[config.mk]
export PLATFORM = sky130hd
export DESIGN_NAME = sap_isqrt
export DESIGN_NICKNAME = d
export VERILOG_FILES = /design/src/rtl/core/sap_pkg.sv /design/src/rtl/core/sap_isqrt.sv
export SDC_FILE = /design/constraint.sdc
export NUM_CORES = 1
export LEC_CHECK = 0
export ABC_AREA = 1
export ABC_CLOCK_PERIOD_IN_PS = 13400
export BUFFER_PORTS_ARGS = -buffer_cell sky130_fd_sc_hd__buf_2
export CAP_MARGIN = 20
export CORE_MARGIN = 1.5
export CORE_UTILIZATION = 50
export CTS_CLUSTER_SIZE = 12
export DETAILED_ROUTE_END_ITERATION = 16
export PLACE_DENSITY = 0.66
export SLEW_MARGIN = 20
export SYNTH_ARGS = -nofsm -noshare
export SYNTH_HDL_FRONTEND = slang
export SYNTH_SLANG_ARGS = --single-unit
[constraint.sdc]
create_clock -name clk -period 13.4 [get_ports clk]
set_input_delay 2.01 -clock clk [delete_from_list [all_inputs] [get_ports clk]]
set_output_delay 2.01 -clock clk [all_outputs]
set_load 0.02 [all_outputs]
[src/rtl/core/sap_pkg.sv]
// sap_pkg: widths, shape codes and the square-root step for the shape area and perimeter block
// no dependencies
`timescale 1ns / 1ps

package sap_pkg;

    localparam int COORD_WIDTH = 16;
    localparam int DIFF_W      = COORD_WIDTH + 1;
    localparam int SQ_W        = 2 * DIFF_W;
    localparam int CROSS_W     = COORD_WIDTH + DIFF_W;
    localparam int SUM_W       = CROSS_W + 2;
    localparam int ROOT_W      = DIFF_W;
    localparam int REM_W       = ROOT_W + 2;
    localparam int AREA_W      = 33;
    localparam int PERIM_W     = 20;

    // pi in q2.16 and twice pi
    localparam int PI_W        = 18;
    localparam int PI_FRAC     = 16;
    localparam logic [PI_W-1:0] PI_Q   = PI_W'(205887);
    localparam logic [PI_W:0]   PI2_Q  = (PI_W + 1)'(411774);

    localparam int ISQ_STEP    = 4;
    localparam int ISQ_STAGES  = (ROOT_W + ISQ_STEP - 1) / ISQ_STEP;
    localparam int FRONT_STAGES = 3;
    localparam int PIPE_DEPTH  = FRONT_STAGES + ISQ_STAGES;

    localparam logic [1:0] KIND_RECT   = 2'd0;
    localparam logic [1:0] KIND_CIRCLE = 2'd1;
    localparam logic [1:0] KIND_TRI    = 2'd2;
    localparam logic [1:0] KIND_UNUSED = 2'd3;

    typedef struct packed {
        logic [1:0]                    kind;
        logic signed [COORD_WIDTH-1:0] ax;
        logic signed [COORD_WIDTH-1:0] ay;
        logic signed [COORD_WIDTH-1:0] bx;
        logic signed [COORD_WIDTH-1:0] by;
        logic signed [COORD_WIDTH-1:0] cx;
        logic signed [COORD_WIDTH-1:0] cy;
    } shape_t;

    typedef struct packed {
        logic [1:0]               kind;
        logic signed [AREA_W-1:0] area;
        logic signed [PERIM_W-1:0] perim;
        logic [2:0][SQ_W-1:0]     sq_len;
    } front_t;

    typedef struct packed {
        logic [REM_W-1:0]  rem;
        logic [ROOT_W-1:0] root;
    } sq_acc_t;

    // one restoring step of the digit-by-digit integer square root
    function automatic sq_acc_t isqrt_step(sq_acc_t a, logic [1:0] pair);
        logic [REM_W+1:0] r;
        logic [REM_W+1:0] t;
        sq_acc_t          res;
        r = {a.rem, pair};
        t = {2'b00, a.root, 2'b01};
        if (r >= t)
        begin
            res.rem  = REM_W'(r - t);
            res.root = {a.root[ROOT_W-2:0], 1'b1};
        end
        else
        begin
            res.rem  = REM_W'(r);
            res.root = {a.root[ROOT_W-2:0], 1'b0};
        end
        return res;
    endfunction

endpackage

[src/rtl/core/sap_isqrt.sv]
// sap_isqrt: pipelined truncated integer square root, up to four result bits per stage
// depends on sap_pkg
`timescale 1ns / 1ps

module sap_isqrt import sap_pkg::*;
(
    input  logic              clk,
    input  logic              en,
    input  logic [SQ_W-1:0]   radicand,
    output logic [ROOT_W-1:0] root
);

    sq_acc_t         acc_reg [ISQ_STAGES];
    logic [SQ_W-1:0] rad_reg [ISQ_STAGES];

    for (genvar s = 0; s < ISQ_STAGES; s++)
    begin : g_stage
        sq_acc_t         acc_in, acc_c;
        logic [SQ_W-1:0] rad_in, rad_c;

        if (s == 0)
        begin : g_first
            assign acc_in = '0;
            assign rad_in = radicand;
        end
        else
        begin : g_next
            assign acc_in = acc_reg[s-1];
            assign rad_in = rad_reg[s-1];
        end

        always_comb
        begin
            acc_c = acc_in;
            rad_c = rad_in;
            for (int j = 0; j < ISQ_STEP; j++)
            begin
                if (s * ISQ_STEP + j < ROOT_W)
                begin
                    acc_c = isqrt_step(acc_c, rad_c[SQ_W-1 -: 2]);
                    rad_c = {rad_c[SQ_W-3:0], 2'b00};
                end
            end
        end

        always_ff @(posedge clk)
        begin
            if (en)
            begin
                acc_reg[s] <= acc_c;
                rad_reg[s] <= rad_c;
            end
        end
    end

    assign root = acc_reg[ISQ_STAGES-1].root;

endmodule
* Yosys cells after proc, flatten, opt, wreduce, memory -nomap -nowiden *
Memories as Yosys holds them, arrays and structs flattened.
Cells that the tools add are included.

word-level totals
  flip-flop bits (word level) = 0
  bits in writable memories = 340
  input port bits = 36
  output and inout port bits = 17
  word-level logic and storage cells = 55
  memories kept = 2

operators by class
  add/sub/neg operators = 17
  magnitude comparators = 17
  multiplexer cells = 19

memories
  name     depth  bits a word  read ports  clocked after Yosys merged registers in  write ports  RTL line         RTL
  acc_reg  5      36           5           0                                        5            sap_isqrt.sv:13  sq_acc_t acc_reg [ISQ_STAGES];
  rad_reg  5      32           4           0                                        5            sap_isqrt.sv:14  logic [SQ_W-1:0] rad_reg [ISQ_STAGES];

operators by type and width
  operator               count
  $mux W36               17
  $ge A21 B19 Y1         16
  $sub A19 B19 Y19       16
  $sub A2 B1 Y3 const B  1
  $ge A2 B1 Y1 const B   1
  $mux W1                2

* Logic depth before layout (Yosys ltp) *
An unclocked memory read counts as a cell.

  word-level depth = 9
  mapped depth = 60
  gate-level depth less buffers = 55

* Worst setup path before layout *
OpenSTA, ideal clock, no wires.

  path kind = reg-to-reg
  start = mem acc_reg[0][74] in the netlist's numbering
  end = mem acc_reg[0][141] in the netlist's numbering (data pin)
  setup time = 0.253 ns
  arrival time = 7.164 ns
  data required time = 13.147 ns
  setup slack = 5.983 ns
  cell stages (with the launch flop) = 55
  path buffers = 6
  period minus slack after synthesis = 7.417 ns
  cell sequence = edfxtp_1 -> inv_1 -> ha_1 -> a21oi_1 -> nand3_1 -> nand2_1 -> nand2_1 -> nand2_1 -> nand2_2 -> inv_1 -> clkbuf_1 -> clkbuf_1 -> nand2_1 -> o21ai_0 -> ha_1 -> a21oi_1 -> o21ai_0 -> a21oi_1 -> [... 19 more ...] -> inv_2 -> clkbuf_1 -> nand2_1 -> o21ai_0 -> ha_1 -> nand2_1 -> nand2_1 -> nand2_1 -> nand2_1 -> a21oi_1 -> nand2_1 -> nor2_1 -> nand4_1 -> nor2_1 -> nand2_2 -> buf_6 -> nand3_1 -> nand2_1

RTL lines
  item                RTL line
  start: declaration  sap_isqrt.sv:13

==> run_results.csv <==
group,metric,value,unit
outcome,status,"completed",
synth,seq_area_frac_synth,0.285,
pwr,ir_worst_vdd,119,uV
synth,ys_ff_latch,189,
sta,worst_pin_slew,975,ps
clock_tree,clkTransAtPathRegs,80,ps
floorplan,num_rows,72,
floorplan,start_util,0.511,
synth,syn_inst,2949,
synth,syn_area,19900,um2
sta,hold_viol,0,
routing,vias,19147,
cells_and_area,seq_area,5680,um2
routing,wl_per_cell,17.0,um
synth,avgSynthCellArea,6.76,um2
floorplan,core,39000,um2
cells_and_area,area_growth,6.14,%
sta,fin_crit,10470,ps
placed_design,dp_hpwl,48600,um
critical_path,cp.required,13650,ps
global_routing,antenna_found_initial,0,
critical_path,crit_top_cell,"nand2_1",
pwr,power,4690,uW
critical_path,endpoint_kind,"register",
pwr,power_density,222,nW/um2
cells_and_area,final_common_cell,"nand2_1",
routing,wl_met1,27700,um
clock_tree,clock_path_buffers,2,
cells_and_area,diodes,0,
clock_tree,cts_hold_buf,0,
critical_path,critPathMaxStageDelay,650,ps
placed_design,gp_congestion,1.03,
placed_design,portBuffers,52,
critical_path,crit_arrival,10720,ps
routing,avgViaCountPerCell,5.46,
clock_tree,tritoncts,"yes",
cells_and_area,final_cell_mix,"nand2_1, inv_1, nor2_1",
critical_path,crit_fanout,26,
global_routing,grt_max_degree,74,
global_routing,grt_overflow_total,0,
floorplan,die_w,203,um
sta,rsz0062_at_grt,"false",
cells_and_area,fin_nets,3181,
routing,wl,59600,um
synth,ys_types,54,
routing,maxUsedRoutingLayer,"met4",
clock_tree,h-tree-depth,4,
flow_run,max_cap_viol_count,0,
sta,min_period_over_period,0.782,
routing,drt-pass1-iter-count,5,
clock_tree,clock-root-buffer,"clkbuf_16",
routing,drc,0,
placed_design,placedCellCount,3474,
cells_and_area,drive_gt1_frac,0.0686,
pwr,p_leak,0.0103,uW
synth,yosys_warnings,0,
clock_tree,cts.repair.resized,0,
routing,drt_iter0_drc,1218,
routing,wl_met2,27400,um
routing,wl_met3,2950,um
critical_path,worstSetupStartpointType,"register",
sta,report.final.slew_viol_count,0,
critical_path,r2r_slack,2930,ps
floorplan,dieHeight,203,um
global_routing,grt_pass1_wl,95900,um
floorplan,die-area,41100,um2
sta,max_freq,95.5,MHz
critical_path,path_class,"register to register",
clock_tree,clock-sinks,189,
global_routing,grt.total_usage,0.296,
clock_tree,cts_setup_buffers,0,
sta,skew,18.4,ps
floorplan,io_pins,53,
clock_tree,clk_latency,500,ps
global_routing,grt_pass1_vias,18247,
routing,final_antenna_net_count,0,
cells_and_area,largest_reg_flops,133,
cells_and_area,n_fill_cell,3868,
cells_and_area,final_cells,3506,
clock_tree,cts_buffers,17,
min_path,min_path_type,"register to register",
sta,setup_tns,0,ps
sta,setup-violations-final,0,
critical_path,crit_slowest_cell,"inv_1",
cells_and_area,multi_input_area,12300,um2
sta,maxSlewHeadroom,0.350,
-- cells in the mapped netlist (all sizes together) --
cell	instances	share of area
a2111oi	1	0.00044
a211oi	2	0.00075
a21boi	4	0.0015
a21o	5	0.0019
a21oi	152	0.039
a31oi	6	0.0019
and2	8	0.0026
and3	1	0.00031
buf	37	0.015
clkbuf	12	0.0023
clkinv	3	0.00063
conb	1	0.00019
edfxtp	189	0.28
ha	170	0.11
inv	420	0.079
nand2	901	0.17
nand3	245	0.067
nand3b	18	0.0068
nand4	57	0.018
nor2	329	0.070
nor3	36	0.0095
nor3b	2	0.00075
nor4	1	0.00031
o2111ai	2	0.00088
o211ai	3	0.0011
o21a	15	0.0057
o21ai	182	0.046
o21bai	10	0.0040
o221a	2	0.0011
o311ai	2	0.00088
o41a	1	0.00057
or2	5	0.0016
xnor2	57	0.025
xor2	70	0.031
-- routing by layer --
layer,vias up,global-route usage
met4,0,0.0958
li1,9712,-
met5,-,0
met1,8768,0.397
met2,571,0.493
met3,96,0.0404
-- metrics by stage --
step	worst slack, ps	hold WS (ps)	cell area, um2	utilization
6_report	2930	423	21100	0.542
5_1_grt	2070	432	21100	0.542
4_1_cts	3020	424	21100	0.542
3_5_place_dp	3070	405	20500	0.526
3_3_place_gp	2950	403	20500	0.526
2_1_floorplan	5980	400	19900	-
-- power by group --
part | total, uW | internal, uW | switching [uW] | leakage (uW)
sequential | 929 | 856 | 73.0 | 0.00181
combinational | 3200 | 1050 | 2150 | 0.00817
clock | 554 | 273 | 280 | 0.000307
total | 4690 | 2180 | 2500 | 0.0103
-- worst max-delay path, delay by kind of cell, from the launching register on --
kind / cells / cell delay, ps
fa+ha+maj: 4 / 1710
buf+inv: 6 / 2010
flops: 1 / 560
compound gates: 4 / 1400
simple gates: 32 / 4480
-- layout make-up --
class / count / area share
multi-input combinational: 2290 / 0.582
sequential: 189 / 0.268
inverter: 423 / 0.0753
tap: 518 / 0.0306
clock buffer: 17 / 0.0201
timing repair buffer: 54 / 0.0134
clock inverter: 15 / 0.00970
-- path summary, 6_finish.rpt --
path / endpoint / cells after the start / startpoint
setup / recovery: acc_reg[0][140]$_DFFE_PP_ / 46 / acc_reg[0][74]$_DFFE_PP_
hold reg to reg: rad_reg[0][127]$_DFFE_PP_ / 0 / rad_reg[0][87]$_DFFE_PP_
hold / removal: rad_reg[0][127]$_DFFE_PP_ / 0 / rad_reg[0][87]$_DFFE_PP_
setup reg to reg: acc_reg[0][140]$_DFFE_PP_ / 46 / acc_reg[0][74]$_DFFE_PP_
-- cell families after synthesis --
| logic type | share of synthesized area |
|---|---|
| simple gates | 0.350 |
| xor+xnor | 0.0558 |
| fa+ha+maj | 0.107 |
| buf+inv | 0.0973 |
| compound gates | 0.106 |
| flops | 0.285 |
| other cells | 0.000188 |
Note: power is estimated with default switching activity, not from simulation.
